## src/rtl/core/rrfp_pkg.sv

```systemverilog
// Shared types, codes and constants of the reader response frame parser.
`default_nettype none

package rrfp_pkg;

    // Largest declared payload that is accepted
    localparam int MAX_PAYLOAD = 512;
    localparam int CNT_W       = $clog2(MAX_PAYLOAD + 1);
    localparam int PLEN_W      = 10;
    localparam int PIDX_W      = 9;
    localparam int TICK_W      = 22;
    localparam int CFG_IDX_W   = 3;
    localparam int CFG_DATA_W  = 14;

    // Input item codes (func)
    localparam logic [1:0] FUNC_START = 2'd0;
    localparam logic [1:0] FUNC_BYTE  = 2'd1;
    localparam logic [1:0] FUNC_TICK  = 2'd2;

    // Result kinds
    localparam logic KIND_PAYLOAD = 1'b0;
    localparam logic KIND_FINISH  = 1'b1;

    // Frame outcomes
    localparam logic [1:0] OUT_SUCCESS = 2'd0;
    localparam logic [1:0] OUT_NAK     = 2'd1;
    localparam logic [1:0] OUT_TOO_BIG = 2'd2;
    localparam logic [1:0] OUT_TIMEOUT = 2'd3;

    // Configuration register indexes
    localparam logic [CFG_IDX_W-1:0] CFG_SYNC    = 3'd0;
    localparam logic [CFG_IDX_W-1:0] CFG_ACK     = 3'd1;
    localparam logic [CFG_IDX_W-1:0] CFG_NAK     = 3'd2;
    localparam logic [CFG_IDX_W-1:0] CFG_TPU     = 3'd3;
    localparam logic [CFG_IDX_W-1:0] CFG_DEFWAIT = 3'd4;

    // Configuration reset values
    localparam logic [7:0]            RST_SYNC    = 8'h03;
    localparam logic [7:0]            RST_ACK     = 8'h06;
    localparam logic [7:0]            RST_NAK     = 8'h15;
    localparam logic [CFG_DATA_W-1:0] RST_TPU     = 14'd10000;
    localparam logic [CFG_DATA_W-1:0] RST_DEFWAIT = 14'd500;

    // Bytes that restart the timeout while hunting for sync
    localparam logic [7:0] IDLE_BYTE_A = 8'h50;
    localparam logic [7:0] IDLE_BYTE_B = 8'h60;
    localparam logic [7:0] HIGH_BYTE   = 8'h80;

    typedef struct packed {
        logic [7:0]            sync_value;
        logic [7:0]            ack_value;
        logic [7:0]            nak_value;
        logic [CFG_DATA_W-1:0] ticks_per_unit;
        logic [CFG_DATA_W-1:0] default_wait_ticks;
    } cfg_t;

    typedef struct packed {
        logic [1:0] func;
        logic [7:0] rx_byte;
        logic [7:0] max_time_count;
    } item_t;

    typedef struct packed {
        logic              kind;
        logic [7:0]        payload_byte;
        logic [PIDX_W-1:0] payload_index;
        logic [7:0]        message_type;
        logic [PLEN_W-1:0] payload_length;
        logic [7:0]        slot_id;
        logic [7:0]        sequence_number;
        logic [7:0]        response_status;
        logic [7:0]        error_byte;
        logic [7:0]        protocol_byte;
        logic [1:0]        outcome;
    } result_t;

endpackage

`default_nettype wire

```

## src/rtl/core/rrfp_cfg.sv

```systemverilog
// Configuration register file of the frame parser.
`default_nettype none

module rrfp_cfg
    import rrfp_pkg::*;
(
    input  wire logic                  clk,
    input  wire logic                  rst_n,
    input  wire logic                  cfg_we,
    input  wire logic [CFG_IDX_W-1:0]  cfg_index,
    input  wire logic [CFG_DATA_W-1:0] cfg_data,
    output cfg_t                       cfg
);

    cfg_t cfg_reg;

    // Write one register per enabled edge; unknown indexes are dropped
    always_ff @(posedge clk or negedge rst_n)
    begin
        if (!rst_n)
        begin
            cfg_reg.sync_value         <= RST_SYNC;
            cfg_reg.ack_value          <= RST_ACK;
            cfg_reg.nak_value          <= RST_NAK;
            cfg_reg.ticks_per_unit     <= RST_TPU;
            cfg_reg.default_wait_ticks <= RST_DEFWAIT;
        end
        else if (cfg_we)
        begin
            unique case (cfg_index)
                CFG_SYNC:    cfg_reg.sync_value         <= cfg_data[7:0];
                CFG_ACK:     cfg_reg.ack_value          <= cfg_data[7:0];
                CFG_NAK:     cfg_reg.nak_value          <= cfg_data[7:0];
                CFG_TPU:     cfg_reg.ticks_per_unit     <= cfg_data;
                CFG_DEFWAIT: cfg_reg.default_wait_ticks <= cfg_data;
                default:     ;
            endcase
        end
    end

    assign cfg = cfg_reg;

endmodule

`default_nettype wire

```

## src/rtl/core/rrfp_in_stage.sv

```systemverilog
// Input register of the frame parser.
`default_nettype none

module rrfp_in_stage
    import rrfp_pkg::*;
(
    input  wire logic  clk,
    input  wire logic  rst_n,
    input  wire logic  in_valid,
    output logic       in_ready,
    input  wire item_t in_item,
    input  wire logic  take,
    output logic       item_valid,
    output item_t      item
);

    logic  valid_reg;
    item_t item_reg;

    // Accept when empty or when the held item moves on this cycle
    assign in_ready = !valid_reg || take;

    always_ff @(posedge clk or negedge rst_n)
    begin
        if (!rst_n)
        begin
            valid_reg <= 1'b0;
        end
        else if (in_valid && in_ready)
        begin
            valid_reg <= 1'b1;
        end
        else if (take)
        begin
            valid_reg <= 1'b0;
        end
    end

    // Hold the item payload
    always_ff @(posedge clk)
    begin
        if (in_valid && in_ready)
        begin
            item_reg <= in_item;
        end
    end

    assign item_valid = valid_reg;
    assign item       = item_reg;

endmodule

`default_nettype wire

```

## src/rtl/core/rrfp_core.sv

```systemverilog
// Frame parsing state, timeout counter and result register.
`default_nettype none

module rrfp_core
    import rrfp_pkg::*;
(
    input  wire logic  clk,
    input  wire logic  rst_n,
    input  wire cfg_t  cfg,
    input  wire logic  item_valid,
    input  wire item_t item,
    output logic       take,
    output logic       out_valid,
    input  wire logic  out_ready,
    output result_t    result
);

    typedef enum logic [3:0] {
        PH_IDLE, PH_SYNC, PH_ACK, PH_TYPE, PH_LEN, PH_SLOT,
        PH_SEQ, PH_STAT, PH_ERR, PH_PROTO, PH_DATA, PH_CHECK
    } phase_t;

    phase_t             phase_reg, phase_next;
    logic [7:0]         chk_reg, chk_next;
    logic [1:0]         lbc_reg, lbc_next;
    logic [PLEN_W-1:0]  len_reg, len_next;
    logic               big_reg, big_next;
    logic [CNT_W-1:0]   cnt_reg, cnt_next;
    logic [7:0]         type_reg, type_next;
    logic [7:0]         slot_reg, slot_next;
    logic [7:0]         seq_reg, seq_next;
    logic [7:0]         stat_reg, stat_next;
    logic [7:0]         err_reg, err_next;
    logic [7:0]         proto_reg, proto_next;
    logic               wait_reg, wait_next;
    logic [TICK_W-1:0]  tcnt_reg, tcnt_next;
    logic [TICK_W-1:0]  tlim_reg, tlim_next;
    logic               out_valid_reg;
    result_t            result_reg;

    logic               fire;
    logic               emit;
    logic               emit_kind;
    logic [PIDX_W-1:0]  emit_index;
    logic [1:0]         emit_outcome;
    logic [7:0]         b;
    logic               too_big;
    logic [PLEN_W-1:0]  len_sat;

    // Move the held item when the result register is free or drains
    assign take = !out_valid_reg || out_ready;
    assign fire = item_valid && take;
    assign b    = item.rx_byte;

    // Next state for one item
    always_comb
    begin
        phase_next   = phase_reg;
        chk_next     = chk_reg;
        lbc_next     = lbc_reg;
        len_next     = len_reg;
        big_next     = big_reg;
        cnt_next     = cnt_reg;
        type_next    = type_reg;
        slot_next    = slot_reg;
        seq_next     = seq_reg;
        stat_next    = stat_reg;
        err_next     = err_reg;
        proto_next   = proto_reg;
        wait_next    = wait_reg;
        tcnt_next    = tcnt_reg;
        tlim_next    = tlim_reg;
        emit         = 1'b0;
        emit_kind    = KIND_FINISH;
        emit_index   = '0;
        emit_outcome = OUT_SUCCESS;
        too_big      = 1'b0;

        if (fire)
        begin
            if (item.func == FUNC_START)
            begin
                // Arm a new exchange
                if (item.max_time_count != 8'd0)
                begin
                    tlim_next = TICK_W'(item.max_time_count) * TICK_W'(cfg.ticks_per_unit);
                end
                else
                begin
                    tlim_next = TICK_W'(cfg.default_wait_ticks);
                end
                tcnt_next  = '0;
                chk_next   = '0;
                lbc_next   = '0;
                len_next   = '0;
                big_next   = 1'b0;
                cnt_next   = '0;
                wait_next  = 1'b0;
                type_next  = '0;
                slot_next  = '0;
                seq_next   = '0;
                stat_next  = '0;
                err_next   = '0;
                proto_next = '0;
                phase_next = PH_SYNC;
            end
            else if (phase_reg != PH_IDLE && item.func == FUNC_TICK)
            begin
                // Count one tick and end the frame at the limit
                if (tcnt_reg < tlim_reg)
                begin
                    tcnt_next = tcnt_reg + 1'b1;
                end
                if (tcnt_next >= tlim_reg)
                begin
                    emit         = 1'b1;
                    emit_outcome = OUT_TIMEOUT;
                    phase_next   = PH_IDLE;
                end
            end
            else if (phase_reg != PH_IDLE && item.func == FUNC_BYTE)
            begin
                unique case (phase_reg)
                    PH_SYNC:
                    begin
                        if (b == cfg.sync_value)
                        begin
                            chk_next   = cfg.sync_value;
                            phase_next = PH_ACK;
                        end
                        else if (b == IDLE_BYTE_A || b == IDLE_BYTE_B || b >= HIGH_BYTE)
                        begin
                            tcnt_next = '0;
                        end
                    end
                    PH_ACK:
                    begin
                        if (b == cfg.ack_value)
                        begin
                            chk_next   = chk_reg ^ b;
                            phase_next = PH_TYPE;
                        end
                        else if (b == cfg.nak_value)
                        begin
                            emit         = 1'b1;
                            emit_outcome = OUT_NAK;
                            phase_next   = PH_IDLE;
                        end
                    end
                    PH_TYPE:
                    begin
                        chk_next   = chk_reg ^ b;
                        type_next  = b;
                        len_next   = '0;
                        big_next   = 1'b0;
                        lbc_next   = '0;
                        phase_next = PH_LEN;
                    end
                    PH_LEN:
                    begin
                        // Little-endian length; anything above bit 9 marks it too large
                        chk_next = chk_reg ^ b;
                        unique case (lbc_reg)
                            2'd0:    len_next[7:0] = len_reg[7:0] | b;
                            2'd1:
                            begin
                                len_next[9:8] = len_reg[9:8] | b[1:0];
                                big_next      = big_reg | (|b[7:2]);
                            end
                            default: big_next = big_reg | (|b);
                        endcase
                        lbc_next = lbc_reg + 1'b1;
                        if (lbc_reg == 2'd3)
                        begin
                            too_big = big_next || (len_next > PLEN_W'(MAX_PAYLOAD));
                            if (too_big)
                            begin
                                emit         = 1'b1;
                                emit_outcome = OUT_TOO_BIG;
                                phase_next   = PH_IDLE;
                            end
                            else
                            begin
                                phase_next = PH_SLOT;
                            end
                        end
                    end
                    PH_SLOT:
                    begin
                        chk_next   = chk_reg ^ b;
                        slot_next  = b;
                        phase_next = PH_SEQ;
                    end
                    PH_SEQ:
                    begin
                        chk_next   = chk_reg ^ b;
                        seq_next   = b;
                        phase_next = PH_STAT;
                    end
                    PH_STAT:
                    begin
                        wait_next  = wait_reg | (b >= HIGH_BYTE);
                        chk_next   = chk_reg ^ b;
                        stat_next  = b;
                        phase_next = PH_ERR;
                    end
                    PH_ERR:
                    begin
                        chk_next   = chk_reg ^ b;
                        err_next   = b;
                        phase_next = PH_PROTO;
                    end
                    PH_PROTO:
                    begin
                        chk_next   = chk_reg ^ b;
                        proto_next = b;
                        cnt_next   = '0;
                        phase_next = (len_reg == '0) ? PH_CHECK : PH_DATA;
                    end
                    PH_DATA:
                    begin
                        // Deliver one payload byte
                        chk_next   = chk_reg ^ b;
                        emit       = 1'b1;
                        emit_kind  = KIND_PAYLOAD;
                        emit_index = cnt_reg[PIDX_W-1:0];
                        cnt_next   = cnt_reg + 1'b1;
                        if (CNT_W'(cnt_next) >= CNT_W'(len_reg))
                        begin
                            phase_next = PH_CHECK;
                        end
                    end
                    PH_CHECK:
                    begin
                        // Drop a bad check byte; resync on a wait request
                        if (b == chk_reg)
                        begin
                            if (wait_reg)
                            begin
                                chk_next   = '0;
                                lbc_next   = '0;
                                len_next   = '0;
                                big_next   = 1'b0;
                                cnt_next   = '0;
                                wait_next  = 1'b0;
                                slot_next  = '0;
                                stat_next  = '0;
                                err_next   = '0;
                                phase_next = PH_SYNC;
                            end
                            else
                            begin
                                emit         = 1'b1;
                                emit_outcome = OUT_SUCCESS;
                                phase_next   = PH_IDLE;
                            end
                        end
                    end
                    default: ;
                endcase
            end
        end
    end

    // Length as reported, saturated while it is known to be too large
    assign len_sat = (big_next || len_next > PLEN_W'(MAX_PAYLOAD)) ?
                     PLEN_W'(MAX_PAYLOAD) : len_next;

    // Hold parser state and load the result register
    always_ff @(posedge clk or negedge rst_n)
    begin
        if (!rst_n)
        begin
            phase_reg     <= PH_IDLE;
            chk_reg       <= '0;
            lbc_reg       <= '0;
            len_reg       <= '0;
            big_reg       <= 1'b0;
            cnt_reg       <= '0;
            type_reg      <= '0;
            slot_reg      <= '0;
            seq_reg       <= '0;
            stat_reg      <= '0;
            err_reg       <= '0;
            proto_reg     <= '0;
            wait_reg      <= 1'b0;
            tcnt_reg      <= '0;
            tlim_reg      <= '0;
            out_valid_reg <= 1'b0;
            result_reg    <= '0;
        end
        else
        begin
            phase_reg <= phase_next;
            chk_reg   <= chk_next;
            lbc_reg   <= lbc_next;
            len_reg   <= len_next;
            big_reg   <= big_next;
            cnt_reg   <= cnt_next;
            type_reg  <= type_next;
            slot_reg  <= slot_next;
            seq_reg   <= seq_next;
            stat_reg  <= stat_next;
            err_reg   <= err_next;
            proto_reg <= proto_next;
            wait_reg  <= wait_next;
            tcnt_reg  <= tcnt_next;
            tlim_reg  <= tlim_next;
            if (take)
            begin
                out_valid_reg <= emit;
            end
            if (emit)
            begin
                result_reg.kind            <= emit_kind;
                result_reg.payload_byte    <= (emit_kind == KIND_PAYLOAD) ? b : 8'd0;
                result_reg.payload_index   <= emit_index;
                result_reg.message_type    <= type_next;
                result_reg.payload_length  <= len_sat;
                result_reg.slot_id         <= slot_next;
                result_reg.sequence_number <= seq_next;
                result_reg.response_status <= stat_next;
                result_reg.error_byte      <= err_next;
                result_reg.protocol_byte   <= proto_next;
                result_reg.outcome         <= emit_outcome;
            end
        end
    end

    assign out_valid = out_valid_reg;
    assign result    = result_reg;

endmodule

`default_nettype wire

```

## src/rtl/core/reader_response_frame_parser.sv

```systemverilog
// Top level of the reader response frame parser.
`default_nettype none

// Takes one item per clock while no result waits on m_tready: start, received
// byte or timer tick. Every item passes an input register and the parser's state
// update, and any result is loaded into the output register as the item leaves
// the input register. Throughput is one item per cycle unless m_tready stalls; while a result waits
// on m_tready, one more item is held in the input register. Payload bytes come
// out as kind 0 results, and each frame that ends gives one kind 1 outcome result.
module reader_response_frame_parser
    import rrfp_pkg::*;
(
    input  wire logic                  clk,
    input  wire logic                  rst_n,
    input  wire logic                  s_tvalid,
    output logic                       s_tready,
    input  wire logic [15:0]           s_tdata,   // rx_byte, max_time_count
    input  wire logic [1:0]            s_tuser,   // func
    output logic                       m_tvalid,
    input  wire logic                  m_tready,
    output logic [79:0]                m_tdata,   // payload_byte, payload_index,
                                                  // message_type, payload_length,
                                                  // slot_id, sequence_number,
                                                  // response_status, error_byte,
                                                  // protocol_byte, outcome, zero pad
    output logic [0:0]                 m_tuser,   // kind
    input  wire logic                  cfg_we,
    input  wire logic [CFG_IDX_W-1:0]  cfg_index,
    input  wire logic [CFG_DATA_W-1:0] cfg_data
);

    cfg_t    cfg;
    item_t   in_item;
    item_t   item;
    logic    item_valid;
    logic    take;
    result_t result;

    assign in_item.func           = s_tuser;
    assign in_item.rx_byte        = s_tdata[7:0];
    assign in_item.max_time_count = s_tdata[15:8];

    rrfp_cfg u_cfg (
        .clk       (clk),
        .rst_n     (rst_n),
        .cfg_we    (cfg_we),
        .cfg_index (cfg_index),
        .cfg_data  (cfg_data),
        .cfg       (cfg)
    );

    rrfp_in_stage u_in_stage (
        .clk        (clk),
        .rst_n      (rst_n),
        .in_valid   (s_tvalid),
        .in_ready   (s_tready),
        .in_item    (in_item),
        .take       (take),
        .item_valid (item_valid),
        .item       (item)
    );

    rrfp_core u_core (
        .clk        (clk),
        .rst_n      (rst_n),
        .cfg        (cfg),
        .item_valid (item_valid),
        .item       (item),
        .take       (take),
        .out_valid  (m_tvalid),
        .out_ready  (m_tready),
        .result     (result)
    );

    // Pack the result item
    assign m_tuser = result.kind;
    assign m_tdata = {3'b000,
                      result.outcome,
                      result.protocol_byte,
                      result.error_byte,
                      result.response_status,
                      result.sequence_number,
                      result.slot_id,
                      result.payload_length,
                      result.message_type,
                      result.payload_index,
                      result.payload_byte};

    // An empty result register never blocks the input side
    a_ready_when_empty: assert property (@(posedge clk) disable iff (!rst_n)
        !m_tvalid |-> s_tready)
        else $error("input stalled with empty result register");

    // A start item produces no result
    a_start_silent: assert property (@(posedge clk) disable iff (!rst_n)
        (item_valid && take && item.func == FUNC_START) |=> !m_tvalid)
        else $error("result after start item");

    // A payload byte sits inside the declared length
    a_index_in_range: assert property (@(posedge clk) disable iff (!rst_n)
        (m_tvalid && result.kind == KIND_PAYLOAD) |->
        (PLEN_W'(result.payload_index) < result.payload_length))
        else $error("payload index beyond declared length");

endmodule

`default_nettype wire

```

## config.mk

```make
export PLATFORM = sky130hd
export DESIGN_NAME = reader_response_frame_parser
export DESIGN_NICKNAME = d
export VERILOG_FILES = /design/src/rtl/core/rrfp_pkg.sv /design/src/rtl/core/rrfp_cfg.sv /design/src/rtl/core/rrfp_in_stage.sv /design/src/rtl/core/rrfp_core.sv /design/src/rtl/core/reader_response_frame_parser.sv
export SDC_FILE = /design/constraint.sdc
export NUM_CORES = 1
export LEC_CHECK = 0
export ABC_AREA = 1
export BUFFER_PORTS_ARGS = -buffer_cell sky130_fd_sc_hd__buf_2
export CAP_MARGIN = 10
export CORE_MARGIN = 4
export CORE_UTILIZATION = 60
export DETAILED_ROUTE_END_ITERATION = 10
export GPL_TIMING_DRIVEN = 0
export PLACE_DENSITY = 0.79
export SYNTH_ARGS = -nofsm -noshare
export SYNTH_HDL_FRONTEND = slang
export SYNTH_HIERARCHICAL = 1
export SYNTH_SLANG_ARGS = --single-unit
```

## constraint.sdc

```tcl
create_clock -name clk -period 10.9 [get_ports clk]
set_input_delay 2.18 -clock clk [delete_from_list [all_inputs] [get_ports clk]]
set_output_delay 2.18 -clock clk [all_outputs]
set_load 0.01 [all_outputs]
```

# Word-level counts from Yosys, hierarchy flattened
# Index checks and enable logic that the tools add are counted.
# totals
regBits	278
inputBits	40
out_inout_bits	83
wordCells	286
# classes
add_sub_neg	3
n_mul	1
n_lt_le_gt_ge	6
eq_ne	37
mux	154
bitwise_logic	6
n_reduce_logical	43
# ops
operator	count
$mux W8	47
$mux W22	11
$mux W10	12
$pmux W10 S3	2
$pmux W8 S2	3
$mux W9	5
$pmux W4 S11	1
$mux W4	10
$mux W2	19
$mux W1	36
$eq A8 B8 Y1	4
$pmux W8 S4	1
$add A22 B1 Y22 const B	1
$ge A22 B22 Y1	1
$lt A22 B22 Y1	1
$mul A8 B14 Y22	1
$gt A10 B10 Y1 const B	2
$eq A4 B3 Y1 const B	4
$eq A4 B4 Y1 const B	4
$eq A8 B7 Y1 const B	2
$ne A4 B1 Y1 const B	4
$reduce_or A8 Y1	2
$ne A3 B1 Y1 const B	5
$reduce_bool A13 Y1	1
other kinds (41)	71

# Logic depth before layout (Yosys ltp)
# Gate-level depths: netlist (run 1).
# logic_depth
depth_word	16
mapped_depth	26
ltp_nobuf	24

# By module
# Netlist (run 1), hierarchy kept.
# modules_own_cells
mod	instances	cells_each	area_per_inst_um2	seq_area_each_um2
rrfp_core	1	2004	15268.4	5180.0
rrfp_cfg	1	235	2157.1	1323.8
rrfp_in_stage	1	24	585.6	565.5
reader_response_frame_parser	1	4	26.3	0.0

# Worst setup path after synthesis (run 1)
# No wires, ideal clock.
# synth_timing
path_type	input port to output port
from	in m_tready
to	out s_tready
arrival_ns	2.430
t_required_ns	8.720
path_slack_ns	6.290
cell_stages	4
n_path_buf	0
cell_sequence	inv_1 nand2_1 inv_1 nand2_1
# synth_via
elab_chain_cells	2
# synth_rtl
item	line	text
start: declaration	reader_response_frame_parser.sv:20	input wire logic m_tready,
$logic_or A1 B1 Y1	rrfp_core.sv:51	assign take = !out_valid_reg || out_ready;
via take	reader_response_frame_parser.sv:36	logic take;
$logic_or A1 B1 Y1	rrfp_in_stage.sv:21	assign in_ready = !valid_reg || take;
end: declaration	reader_response_frame_parser.sv:16	output logic s_tready,
# The timed path passes the listed nets, and every way through them passes these cells.

# Final worst setup path (run 1)
# layout_timing
from	reg u_in_stage.item_reg (netlist bit u_in_stage/item[2])
to	reg u_core.tlim_reg[19]
# layout_via
elab_chain_cells	2
word_cells_on_any_way	3
# layout_rtl
item	line	text
start: declaration	rrfp_in_stage.sv:18	item_t item_reg;
start signal: assignment	rrfp_in_stage.sv:44	item_reg <= in_item;
$mul A8 B14 Y22 / $reduce_bool A8 Y1 (equally long branches)	rrfp_core.sv:86, rrfp_core.sv:84	
$mux W22 *	rrfp_core.sv:84	if (item.max_time_count != 8'd0)
end signal: assignment	rrfp_core.sv:308	tlim_reg <= tlim_next;
end: declaration	rrfp_core.sv:37	logic [TICK_W-1:0] tlim_reg, tlim_next;
# Mark *: on every way between the ends. The rest lies on a longest branch, timed or not.
# A chain may end at the register's enable or synchronous reset.

==> results of run 1 <==
## kinds of logic (layout without fill, tap and decap cells)
kind of cell,Yosys count,count (layout),share of synthesized area (%)
flip-flops,278,278,39.2
buffers and inverters,413,591,9.33
other,1,3,0.0208
AO/OA/AOI/OAI,324,324,10.1
adder cells (fa/ha/maj),175,175,15.1
XOR/XNOR,42,42,2.04
AND/OR/NAND/NOR,1034,1034,24.2
## cell type report
cell class	count	area share (%)
plain buffers	89	2.29
clock buffers	41	4.16
clock inverters	15	0.970
inverters	324	6.02
multi-input cells	1578	45.9
flip-flops and latches	278	34.9
well taps	390	2.41
repair buffers	122	3.34
## worst max-delay path, stage by stage, from the launching register on
cell and delay (ps):
sky130_fd_sc_hd__edfxtp_1 470, sky130_fd_sc_hd__clkbuf_1 450, sky130_fd_sc_hd__nand2_1 150, sky130_fd_sc_hd__fa_1 540
sky130_fd_sc_hd__fa_1 540, sky130_fd_sc_hd__inv_1 50, sky130_fd_sc_hd__fa_1 470, sky130_fd_sc_hd__inv_1 50
sky130_fd_sc_hd__fa_1 470, sky130_fd_sc_hd__inv_1 40, sky130_fd_sc_hd__ha_1 350, sky130_fd_sc_hd__nand2_1 80
sky130_fd_sc_hd__inv_1 80, sky130_fd_sc_hd__nand3_1 90, sky130_fd_sc_hd__nor3_1 280, sky130_fd_sc_hd__a21oi_1 180
sky130_fd_sc_hd__o21bai_1 230, sky130_fd_sc_hd__nand3_1 120, sky130_fd_sc_hd__a21oi_1 150, sky130_fd_sc_hd__o22ai_1 90
## worst min path at each step
stage                           start           endpoint  slack (ps)  cells past startpoint
floorplan                u_cfg/cfg[4]       u_cfg/cfg[4]         440                      2
global placement    u_core/result[64]  u_core/result[64]         450                      2
detailed placement       u_cfg/cfg[7]       u_cfg/cfg[7]         450                      2
CTS                      u_cfg/cfg[7]       u_cfg/cfg[7]         460                      2
global route             u_cfg/cfg[8]       u_cfg/cfg[8]         480                      2
finish                   u_cfg/cfg[7]       u_cfg/cfg[7]         460                      2
## through the flow
| step | area (um^2) | std cells | total power, mW | setup WS (ps) | hold WS, ps |
|---|---|---|---|---|---|
| global placement | 19100 | 2778 | 2.86 | 2980 | 448 |
| detailed placement | 19200 | 2781 | 2.92 | 5920 | 452 |
| finish | 20300 | 2837 | 4.01 | 5870 | 459 |
| global route | 20300 | 2837 | 4.33 | 5460 | 479 |
| floorplan | 18000 | 2269 | 2.50 | 6290 | 440 |
| CTS | 20300 | 2837 | 3.99 | 5900 | 462 |
## report_power, final
group | internal [mW] | switching, mW | leakage [nW] | total [mW]
logic | 0.615 | 1.08 | 6.93 | 1.70
clock network | 0.639 | 0.429 | 0.513 | 1.07
registers | 1.17 | 0.0750 | 3.63 | 1.25
## routing by layer
layer / global-route usage (%) / share of wire, %
met3: 5.67 / 8.4
met1: 40.5 / 43
met2: 45.3 / 45
met4: 8.05 / 2.9
met5: 0 / 0
## Yosys cell counts (3+ instances only)
| cell | instances | area (um^2) |
|---|---|---|
| sky130_fd_sc_hd__nand2_1 | 701 | 2630 |
| sky130_fd_sc_hd__o31ai_1 | 4 | 30.0 |
| sky130_fd_sc_hd__or2_2 | 14 | 87.6 |
| sky130_fd_sc_hd__dfstp_2 | 18 | 473 |
| sky130_fd_sc_hd__inv_2 | 20 | 75.1 |
| sky130_fd_sc_hd__nor2_4 | 4 | 45.0 |
| sky130_fd_sc_hd__buf_6 | 7 | 78.8 |
| sky130_fd_sc_hd__o221ai_1 | 3 | 26.3 |
| sky130_fd_sc_hd__o21ai_0 | 141 | 706 |
| sky130_fd_sc_hd__a22oi_1 | 10 | 75.1 |
| sky130_fd_sc_hd__o211ai_1 | 14 | 105 |
| sky130_fd_sc_hd__xor2_1 | 36 | 315 |
| sky130_fd_sc_hd__nor2_1 | 102 | 383 |
| sky130_fd_sc_hd__nand4_1 | 25 | 156 |
| sky130_fd_sc_hd__clkbuf_1 | 46 | 173 |
| sky130_fd_sc_hd__nand3_2 | 3 | 30.0 |
| sky130_fd_sc_hd__edfxtp_1 | 18 | 541 |
| sky130_fd_sc_hd__nand2_2 | 10 | 62.6 |
| sky130_fd_sc_hd__nor2_2 | 5 | 31.3 |
| sky130_fd_sc_hd__a21oi_1 | 85 | 425 |
| sky130_fd_sc_hd__nor4_1 | 12 | 75.1 |
| sky130_fd_sc_hd__o22ai_1 | 28 | 175 |
| sky130_fd_sc_hd__xnor2_1 | 6 | 52.6 |
| sky130_fd_sc_hd__nor3_1 | 26 | 130 |
| sky130_fd_sc_hd__inv_1 | 301 | 1130 |
| sky130_fd_sc_hd__o21ai_1 | 16 | 80.1 |
| sky130_fd_sc_hd__o21a_1 | 4 | 30.0 |
| sky130_fd_sc_hd__fa_1 | 72 | 1440 |
| sky130_fd_sc_hd__dfrtp_1 | 242 | 6060 |
| sky130_fd_sc_hd__buf_4 | 13 | 97.6 |
| sky130_fd_sc_hd__ha_1 | 103 | 1290 |
| sky130_fd_sc_hd__nand2_4 | 3 | 33.8 |
| sky130_fd_sc_hd__buf_2 | 21 | 105 |
| sky130_fd_sc_hd__nand3_1 | 117 | 586 |
| sky130_fd_sc_hd__a31oi_1 | 4 | 25.0 |
==> qor_table.md, run 1 <==
| Quantity | Value | Unit |
| --- | --- | --- |
| Register bit total from synthesis | 278 | - |
| Worst setup EP type | flop | - |
| Commonest cells after routing, fill and taps aside | sky130_fd_sc_hd__nand2_1, sky130_fd_sc_hd__inv_1, sky130_fd_sc_hd__dfrtp_1 | - |
| Mapped Area | 18,000 | um^2 |
| Number of nets in the layout | 2,638 | - |
| Startpoint of the worst register-to-register path | u_in_stage/item[2] | - |
| Fill count | 2,453 | - |
| TNS Setup | 0 | ps |
| Antenna diodes | 0 | - |
| Sequential element share of the synthesized area | 39.2 | % |
| Top Ports | 123 | - |
| CP endpoint | u_core/tlim_reg[19] | - |
| Count of flip-flops with a built-in enable after synthesis | 18 | - |
| Initial cell density of the core | 60.9 | % |
| Distinct cell type count of the synthesized netlist | 60 | - |
| Total of cells resized after clock tree synthesis | 0 | - |
| Number of buffers inserted by post-CTS setup repair | 0 | - |
| Kind of start point of the critical path | flop | - |
| Total routing resource utilization after global routing | 28.5 | % |
| Final period util | 46.2 | % |
| Die Span Y | 181 | um |
| Hold Path Class | flop to flop | - |
| RSZ-0062 raised after global routing | false | - |
| Leakage power figure | 11.1 | nW |
| Die ar. | 32,900 | um^2 |
| Maximum clock skew at final layout | 16.4 | ps |
| Dpl hpwl | 35.4 | mm |
| Share of flip-flops with an asynchronous set or reset after synthesis | 93.5 | % |
| Worst setup path class | flop to flop | - |
| Relative slew slack | 16.8 | % |
| Data arrival time of the critical path | 5450 | ps |
| Final Hold Vio Count | 0 | - |
| Peak Freq | 0.199 | GHz |
| Placer's final routability congestion estimate | 0.945 | - |
| Most used flip-flop cell after synthesis | sky130_fd_sc_hd__dfrtp_1 | - |
| Cell area power density | 198 | nW/um^2 |
| Clock transition at the register clock pins on the worst setup and hold paths after CTS | 60 | ps |
| Total wirelength of the detailed-routed design | 47.7 | mm |
| Count of final setup violators | 0 | - |
| Register area | 7070 | um^2 |
| Final core utilization | 68.3 | % |
| Area growth from synthesis to layout | 12.3 | % |
| Tightest Pin Transition | 1240 | ps |
| WL per Instance | 16.8 | um |
| Number of flip-flops under the largest register name | 78 | - |
| Worst R2R Path Depth | 19 | - |
| Number of warnings printed during yosys synthesis | 6 | - |
| Worst ir drop on vdd | 0.000156 | V |
| CTS Hold Bufs | 0 | - |
| Total of max-cap violations | 0 | - |
| Required time worst endpoint | 11,320 | ps |
| Startpoint of the most critical setup path | u_in_stage/item[2] | - |
| Via count of the first global-routing pass | 15,500 | - |
| R2R Setup Slk | 5870 | ps |
| Number of buffers on the longest clock path | 3 | - |
| Syn_area_per_cell | 7.96 | um^2 |
| Count of unresolved DRC violations after routing | 0 | - |
| Via count of the routed design | 15,700 | - |
| Port-buffer cells | 119 | - |
| Initial DRC Count | 1,598 | - |
| H-Tree Depth | 1 | - |
| Fraction of layout instances using a drive strength above 1 | 12.4 | % |
| RR Endpoint | u_core/tlim_reg[19] | - |
| Width of the die | 181 | um |
| Most common library cell in the layout ignoring fill and taps | sky130_fd_sc_hd__nand2_1 | - |
| Maximum fanout along the worst path | 10 | - |
| Synthesized instance count | 2,267 | - |
| Total CTS buffers | 30 | - |
| Initial antenna violation count | 0 | - |
| Overflow left after global routing | 0 | - |
| Area taken by multi-input logic gates | 9300 | um^2 |
| Number of iterations in the first detailed-routing pass | 6 | - |
| Outcome | complete, no violations | - |
| Core area | 29,600 | um^2 |
| Number of vias per cell after detailed routing | 5.55 | - |
| Maximum number of pins on one net before global-route repair | 128 | - |
| First-pass GRT wire length | 78.0 | mm |
| Clock sinks | 278 | - |
| Count of nets left with antenna violations after detail routing | 0 | - |
| Time the final worst path needs with I/O delays and setup | 5030 | ps |
| Placement Rows | 63 | - |
| Clock insertion delay at the later pin of the skew report | 560 | ps |
| CTS tree | yes | - |
| Max Transition Viols Final | 0 | - |
| Clock root cell | sky130_fd_sc_hd__clkbuf_16 | - |
Power figures use the tool's default switching activity.
==> inputs of run 2 (changes only) <==
==> constraint.sdc (replaced) <==
create_clock -name clk -period 5 [get_ports clk]
set_input_delay 1 -clock clk [delete_from_list [all_inputs] [get_ports clk]]
set_output_delay 1 -clock clk [all_outputs]
set_load 0.01 [all_outputs]
==> qor_table.md, run 2 (same netlist as run 1, synthesis figures left out) <==
| Quantity | Value | Unit | vs previous |
| --- | --- | --- | --- |
| Placement Rows | 63 | - | unchanged |
| Top delay family on crit path | adder cells | - |  |
| Required time worst endpoint | 5420 | ps | -5900 ps |
| Width of the die | 181 | um | unchanged |
| Met2 usage | 45.3 | % | unchanged |
| Maximum number of pins on one net before global-route repair | 128 | - | unchanged |
| Layer with the highest usage | met2 | - |  |
| WL per Instance | 16.8 | um | about the same |
| Final Hold Vio Count | 0 | - | unchanged |
| Commonest cells after routing, fill and taps aside | sky130_fd_sc_hd__nand2_1, sky130_fd_sc_hd__inv_1, sky130_fd_sc_hd__dfrtp_1 | - |  |
| Worst ir drop on vdd | 0.000339 | V | +120% |
| Internal cell power | 5.30 | mW | +120% |
| Die ar. | 32,900 | um^2 | unchanged |
| Hold Path Class | primary input to async pin | - |  |
| Number of buffers on the longest clock path | 3 | - | unchanged |
| Switching Share | 39.5 | % | about the same |
| Final core utilization | 68.5 | % | +0.19 points |
| Maximum clock skew at final layout | 12.0 | ps | -4.41 ps |
| Total routing resource utilization after global routing | 28.5 | % | unchanged |
| Number of nets in the layout | 2,638 | - | unchanged |
| Fill count | 2,451 | - | -0.082% |
| Core area | 29,600 | um^2 | unchanged |
| Count of nets left with antenna violations after detail routing | 0 | - | unchanged |
| Dpl hpwl | 35.4 | mm | unchanged |
| Via count of the first global-routing pass | 15,500 | - | unchanged |
| Design Power | 8.76 | mW | +120% |
| Number of iterations in the first detailed-routing pass | 7 | - | +1 |
| Power dissipated by switching net loads | 3.46 | mW | +120% |
| Clock insertion delay at the later pin of the skew report | 560 | ps | about the same |
| RSZ-0062 raised after global routing | true | - |  |
| Area of all placed cells without fillers | 20,300 | um^2 | +0.28% |
| Initial DRC Count | 1,503 | - | -5.9% |
| Via count of the routed design | 15,800 | - | +0.47% |
| Total of max-cap violations | 0 | - | unchanged |
| List of cells traversed by the critical path | clkbuf_4 -> nand2_1 -> fa_1 -> fa_1 -> inv_1 -> fa_1 -> inv_1 -> fa_1 -> inv_1 -> ha_1 -> a21oi_1 -> nand2_1 -> a21oi_1 -> inv_1 -> nand2_1 -> nand2_1 -> a21oi_1 -> o21ai_0 -> nor2_1 -> o22ai_1 | - |  |
| Clock transition at the register clock pins on the worst setup and hold paths after CTS | 60 | ps | about the same |
| Finished Layout Cells | 2,837 | - | unchanged |
| Relative slew slack | 20.7 | % | +3.9 points |
| Instance area after placement | 19,200 | um^2 | unchanged |
| Antenna diodes | 0 | - | unchanged |
| Data arrival time of the critical path | 5150 | ps | -300 ps |
| Port-buffer cells | 119 | - | unchanged |
| Fraction of layout instances using a drive strength above 1 | 13.1 | % | +0.74 points |
| Final period util | 94.6 | % | +48 points |
| Tightest Pin Transition | 1180 | ps | -58.5 ps |
| Time the final worst path needs with I/O delays and setup | 4730 | ps | -302 ps |
| Count of final setup violators | 0 | - | unchanged |
| Clock sinks | 278 | - | unchanged |
| Top Ports | 123 | - | unchanged |
| Peak Freq | 0.211 | GHz | +6.4% |
| Cell type of the slowest stage on the worst timing path | sky130_fd_sc_hd__fa_1 | - |  |
| TNS Setup | 0 | ps | unchanged |
| Total wirelength of the detailed-routed design | 47.7 | mm | about the same |
| Cell area power density | 431 | nW/um^2 | +120% |
| CTS tree | yes | - |  |
| Worst setup EP type | flop | - |  |
| CTS Hold Bufs | 0 | - | unchanged |
| Flop pwr share | 31.4 | % | +0.3 points |
| Area taken by multi-input logic gates | 9310 | um^2 | +0.12% |
| First-pass GRT wire length | 78.0 | mm | unchanged |
| Global routing met3 resource utilization | 5.67 | % | unchanged |
| Most common library cell in the layout ignoring fill and taps | sky130_fd_sc_hd__nand2_1 | - |  |
| Global routing usage on met1 | 40.5 | % | unchanged |
| Outcome | complete, no violations | - |  |
| Overflow left after global routing | 0 | - | unchanged |
| H-Tree Depth | 1 | - | unchanged |
| Initial cell density of the core | 60.9 | % | unchanged |
| Clock power frac | 26.5 | % | about the same |
| Max Transition Viols Final | 0 | - | unchanged |
| Placer's final routability congestion estimate | 0.945 | - | unchanged |
| Maximum fanout along the worst path | 10 | - | unchanged |
| Total CTS buffers | 30 | - | unchanged |
| Min setup slack post-route | 271 | ps | -5600 ps |
| Worst setup path class | flop to flop | - |  |
| Part of the total power dissipated in combinational logic | 42.1 | % | -0.2 points |
| Place WS | 20.9 | ps | -5900 ps |
| Total instance count after detailed placement | 2,781 | - | unchanged |
| Number of flip-flops under the largest register name | 78 | - | unchanged |
| Clock root cell | sky130_fd_sc_hd__clkbuf_16 | - |  |
| Slowest Stage Delay on Critical Path | 540 | ps | about the same |
| Area growth from synthesis to layout | 12.6 | % |  |
| Critical path buffer and inverter count | 5 | - | unchanged |
| Initial antenna violation count | 0 | - | unchanged |
| Worst slack on hold paths | 335 | ps | -124 ps |
| Die Span Y | 181 | um | unchanged |
| Kind of start point of the critical path | flop | - |  |
| Register area | 7070 | um^2 | unchanged |
| Leakage power figure | 11.1 | nW | +0.44% |
| Number of vias per cell after detailed routing | 5.58 | - | +0.47% |
| Count of unresolved DRC violations after routing | 0 | - | unchanged |
## run 2: cell types whose count changed in the layout (fill, tap and decap cells not counted), sizes merged
cell    previous run  this run
buf              164       172
clkbuf            88        80
## run 2: timing repair
item / 4_1_cts / 5_1_grt
resized for setup: 0 / 28
setup buffers: 0 / 7
endpoints found under the setup margin: 0 / 92
## run 2: area by class of cell
cell class	count	area share (%)
repair buffers	129	3.59
clock buffers	41	4.15
well taps	390	2.40
clock inverters	15	0.967
multi-input cells	1578	45.8
flip-flops and latches	278	34.8
inverters	324	6.01
plain buffers	82	2.25
## run 2: final timing paths
path / from / to / slack, ps / cells after the start
min: rst_n / u_core/tcnt_reg[17] / 330 / 1
max reg2reg: u_in_stage/item[2] / u_core/tlim_reg[18] / 270 / 20
min reg2reg: u_cfg/cfg[7] / u_cfg/cfg[7] / 460 / 2
min in group clk: u_cfg/cfg[7] / u_cfg/cfg[7] / 460 / 2
max: u_in_stage/item[2] / u_core/tlim_reg[18] / 270 / 20
max in group asynchronous: rst_n / u_core/result[5] / 3310 / 3
## run 2: power by group through the flow
stage,Combinational (mW),Clock [mW],Sequential [mW]
after floorplan,2.72,0,2.73
after global placement,3.48,0,2.75
after detailed placement,3.61,0,2.76
after CTS,3.64,2.35,2.72
after global routing,4.22,2.46,2.78
final,3.69,2.32,2.75
## run 2: routing by layer
metal | up-vias | wire [um]
met1 | 7513 | 20600
met4 | 0 | 1360
li1 | 7554 | -
met3 | 105 | 4120
met2 | 647 | 21600
met5 | - | 0
## run 2: worst register-to-register path, stage by stage (launching register included)
cell                       delay (ps)
sky130_fd_sc_hd__edfxtp_1         450
sky130_fd_sc_hd__clkbuf_4         270
sky130_fd_sc_hd__nand2_1          100
sky130_fd_sc_hd__fa_1             520
sky130_fd_sc_hd__fa_1             540
sky130_fd_sc_hd__inv_1             50
sky130_fd_sc_hd__fa_1             470
sky130_fd_sc_hd__inv_1             50
sky130_fd_sc_hd__fa_1             470
sky130_fd_sc_hd__inv_1             40
sky130_fd_sc_hd__ha_1             330
sky130_fd_sc_hd__a21oi_1          190
sky130_fd_sc_hd__nand2_1           90
sky130_fd_sc_hd__a21oi_1          170
sky130_fd_sc_hd__inv_1             90
sky130_fd_sc_hd__nand2_1           60
sky130_fd_sc_hd__nand2_1          100
sky130_fd_sc_hd__a21oi_1          230
sky130_fd_sc_hd__o21ai_0          170
sky130_fd_sc_hd__nor2_1           120
sky130_fd_sc_hd__o22ai_1           80
==> inputs of run 3 (changes only) <==
--- a/config.mk
+++ b/config.mk
@@ -6,13 +6,13 @@
 export NUM_CORES = 1
 export LEC_CHECK = 0
 export ABC_AREA = 1
-export BUFFER_PORTS_ARGS = -buffer_cell sky130_fd_sc_hd__buf_2
 export CAP_MARGIN = 10
 export CORE_MARGIN = 4
 export CORE_UTILIZATION = 60
 export DETAILED_ROUTE_END_ITERATION = 10
+export DONT_BUFFER_PORTS = 1
 export GPL_TIMING_DRIVEN = 0
-export PLACE_DENSITY = 0.79
+export PLACE_DENSITY = 0.76
 export SYNTH_ARGS = -nofsm -noshare
 export SYNTH_HDL_FRONTEND = slang
 export SYNTH_HIERARCHICAL = 1
==> qor_table.md, run 3 (same netlist as run 1, synthesis figures left out) <==
| Quantity | Value | Unit | vs previous |
| --- | --- | --- | --- |
| Outcome | complete, no violations | - |  |
| Fill count | 2,482 | - | +1.3% |
| Clock transition at the register clock pins on the worst setup and hold paths after CTS | 60 | ps | about the same |
| Maximum fanout along the worst path | 10 | - | unchanged |
| Clock insertion delay at the later pin of the skew report | 580 | ps | +20 ps |
| Tightest Pin Transition | 1360 | ps | +176 ps |
| Number of nets in the layout | 2,514 | - | -4.7% |
| Width of the die | 181 | um | unchanged |
| Die ar. | 32,900 | um^2 | unchanged |
| Number of vias per cell after detailed routing | 5.65 | - | +1.3% |
| Final period util | 96.5 | % | +1.9 points |
| Flop pwr share | 32.2 | % | +0.8 points |
| Initial cell density of the core | 60.9 | % | unchanged |
| Design Power | 8.58 | mW | -2.1% |
| Leakage power figure | 10.5 | nW | -5.7% |
| Total of max-cap violations | 0 | - | unchanged |
| Commonest cells after routing, fill and taps aside | sky130_fd_sc_hd__nand2_1, sky130_fd_sc_hd__inv_1, sky130_fd_sc_hd__dfrtp_1 | - |  |
| Maximum number of pins on one net before global-route repair | 261 | - | +100% |
| Kind of start point of the critical path | flop | - |  |
| Total CTS buffers | 30 | - | unchanged |
| Number of iterations in the first detailed-routing pass | 7 | - | unchanged |
| Max Transition Viols Final | 0 | - | unchanged |
| Port-buffer cells | 0 | - | -100% |
| Peak Freq | 0.207 | GHz | -2.0% |
| Place WS | 24.4 | ps | +3.44 ps |
| Initial DRC Count | 1,404 | - | -6.6% |
| Count of final setup violators | 0 | - | unchanged |
| Initial antenna violation count | 0 | - | unchanged |
| Register area | 7070 | um^2 | unchanged |
| Internal cell power | 5.18 | mW | -2.3% |
| H-Tree Depth | 1 | - | unchanged |
| Startpoint of the most critical setup path | u_in_stage/item[4] | - |  |
| Worst R2R Path Depth | 20 | - | unchanged |
| Core area | 29,600 | um^2 | unchanged |
| Required time worst endpoint | 5430 | ps | about the same |
| Final Hold Vio Count | 0 | - | unchanged |
| Clock sinks | 278 | - | unchanged |
| Count of unresolved DRC violations after routing | 0 | - | unchanged |
| Most common library cell in the layout ignoring fill and taps | sky130_fd_sc_hd__nand2_1 | - |  |
| Worst ir drop on vdd | 0.000350 | V | +3.0% |
| Number of buffers on the longest clock path | 3 | - | unchanged |
| Count of nets left with antenna violations after detail routing | 0 | - | unchanged |
| Maximum clock skew at final layout | 26.4 | ps | +14.3 ps |
| Placement Rows | 63 | - | unchanged |
| WL per Instance | 17.6 | um | +4.5% |
| Top Ports | 123 | - | unchanged |
| Worst slack on hold paths | 139 | ps | -196 ps |
| Clock root cell | sky130_fd_sc_hd__clkbuf_16 | - |  |
| Worst setup EP type | flop | - |  |
| Cell area power density | 438 | nW/um^2 | +1.5% |
| Part of the total power dissipated in combinational logic | 41.8 | % | -0.3 points |
| Min setup slack post-route | 176 | ps | -95.4 ps |
| Switching Share | 39.6 | % | +0.074 points |
| Area growth from synthesis to layout | 8.56 | % |  |
| R2R Setup Slk | 180 | ps | -100 ps |
| Hold Path Class | primary input to async pin | - |  |
| First-pass GRT wire length | 77.9 | mm | -0.18% |
| Data arrival time of the critical path | 5250 | ps | +100 ps |
| Clock power frac | 26.0 | % | -0.5 points |
| RR Endpoint | u_core/tlim_reg[13] | - |  |
| Total wirelength of the detailed-routed design | 47.6 | mm | about the same |
| Startpoint of the worst register-to-register path | u_in_stage/item[4] | - |  |
| Worst setup path class | flop to flop | - |  |
| Number of flip-flops under the largest register name | 78 | - | unchanged |
| Overflow left after global routing | 0 | - | unchanged |
| CTS tree | yes | - |  |
| Via count of the first global-routing pass | 15,200 | - | -2.2% |
| Relative slew slack | 8.87 | % | -12 points |
| Area taken by multi-input logic gates | 9300 | um^2 | about the same |
| Die Span Y | 181 | um | unchanged |
| Power dissipated by switching net loads | 3.40 | mW | -2.0% |
| Time the final worst path needs with I/O delays and setup | 4820 | ps | +95.4 ps |
| Fraction of layout instances using a drive strength above 1 | 8.49 | % | -4.6 points |
| Placer's final routability congestion estimate | 0.956 | - | +1.2% |
| Total routing resource utilization after global routing | 28.7 | % | +0.14 points |
| Dpl hpwl | 35.4 | mm | +0.13% |
| Via count of the routed design | 15,300 | - | -3.2% |
run 3: changes by cell type in the layout (fill, tap and decap cells not counted), sizes merged:
cell,delta
diode,+1
inv,-3
clkbuf,-1
bufinv,-3
clkinvlp,-1
clkinv,+6
buf,-124
run 3: final cells by class:
class,count,area share [%]
multi-input combinational,1578,47.5
inverter,324,6.23
tap,390,2.49
buffer,84,2.34
clock inverter,14,0.626
antenna,1,0.0128
timing repair buffer,3,0.153
sequential,278,36.1
clock buffer,40,4.55
run 3: worst max path at each step:
stage | end | slack [ps] | cells past startpoint
2_1_floorplan | u_core/tlim_reg[19] | 620 | 19
3_3_place_gp | u_core/tlim_reg[19] | 60 | 19
3_5_place_dp | u_core/tlim_reg[19] | 20 | 19
4_1_cts | u_core/tlim_reg[19] | 3 | 19
5_1_grt | u_core/result[56] | -20 | 26
6_report | u_core/tlim_reg[13] | 180 | 20
run 3: power by group through the flow:
stage                     sequential, mW  combinational (mW)  clock [mW]
after floorplan                     2.73                2.72           0
after global placement              2.77                3.40           0
after detailed placement            2.78                3.52           0
after CTS                           2.74                3.55        2.26
final                               2.76                3.59        2.23
after global routing                2.80                4.13        2.35
run 3: what timing repair did:
item | in CTS | in global routing
hold endpoints to repair | 0 | 0
hold buffers | 0 | 0
setup buffers | 0 | 2
endpoints found under the setup margin | 0 | 93
gates resized for setup | 0 | 24
run 3: through the flow:
step	instance area [um^2]	TNS [ps]	utilization, %	cells
finish	19600	0	66.1	2712
CTS	19600	0	66.0	2714
detailed placement	18600	0	62.6	2660
global placement	18500	0	62.5	2659
global route	19600	-47.8	66.1	2711
floorplan	18000	0	-	2269
run 3: critical path, stage by stage, from the launching register on:
cell,delay (ps)
sky130_fd_sc_hd__edfxtp_1,500
sky130_fd_sc_hd__buf_2,250
sky130_fd_sc_hd__nand2_1,80
sky130_fd_sc_hd__inv_1,60
sky130_fd_sc_hd__fa_1,470
sky130_fd_sc_hd__inv_1,50
sky130_fd_sc_hd__fa_1,540
sky130_fd_sc_hd__inv_1,50
sky130_fd_sc_hd__fa_1,480
sky130_fd_sc_hd__inv_1,50
sky130_fd_sc_hd__fa_1,470
sky130_fd_sc_hd__inv_1,40
sky130_fd_sc_hd__ha_1,340
sky130_fd_sc_hd__a21oi_1,190
sky130_fd_sc_hd__o21ai_0,90
sky130_fd_sc_hd__a21o_1,180
sky130_fd_sc_hd__a21oi_1,330
sky130_fd_sc_hd__xor2_1,240
sky130_fd_sc_hd__nand2_1,90
sky130_fd_sc_hd__o211ai_1,80
sky130_fd_sc_hd__o21ai_1,80
run 3: layer usage:
layer	global-route usage [%]	vias to the layer above	part of all wire, %	routed length [um]
met3	5.97	100	8.8	4190
li1	-	7282	-	-
met5	0	-	0	0
met1	41.0	7290	43	20400
met2	44.9	644	45	21600
met4	8.23	0	3.0	1450
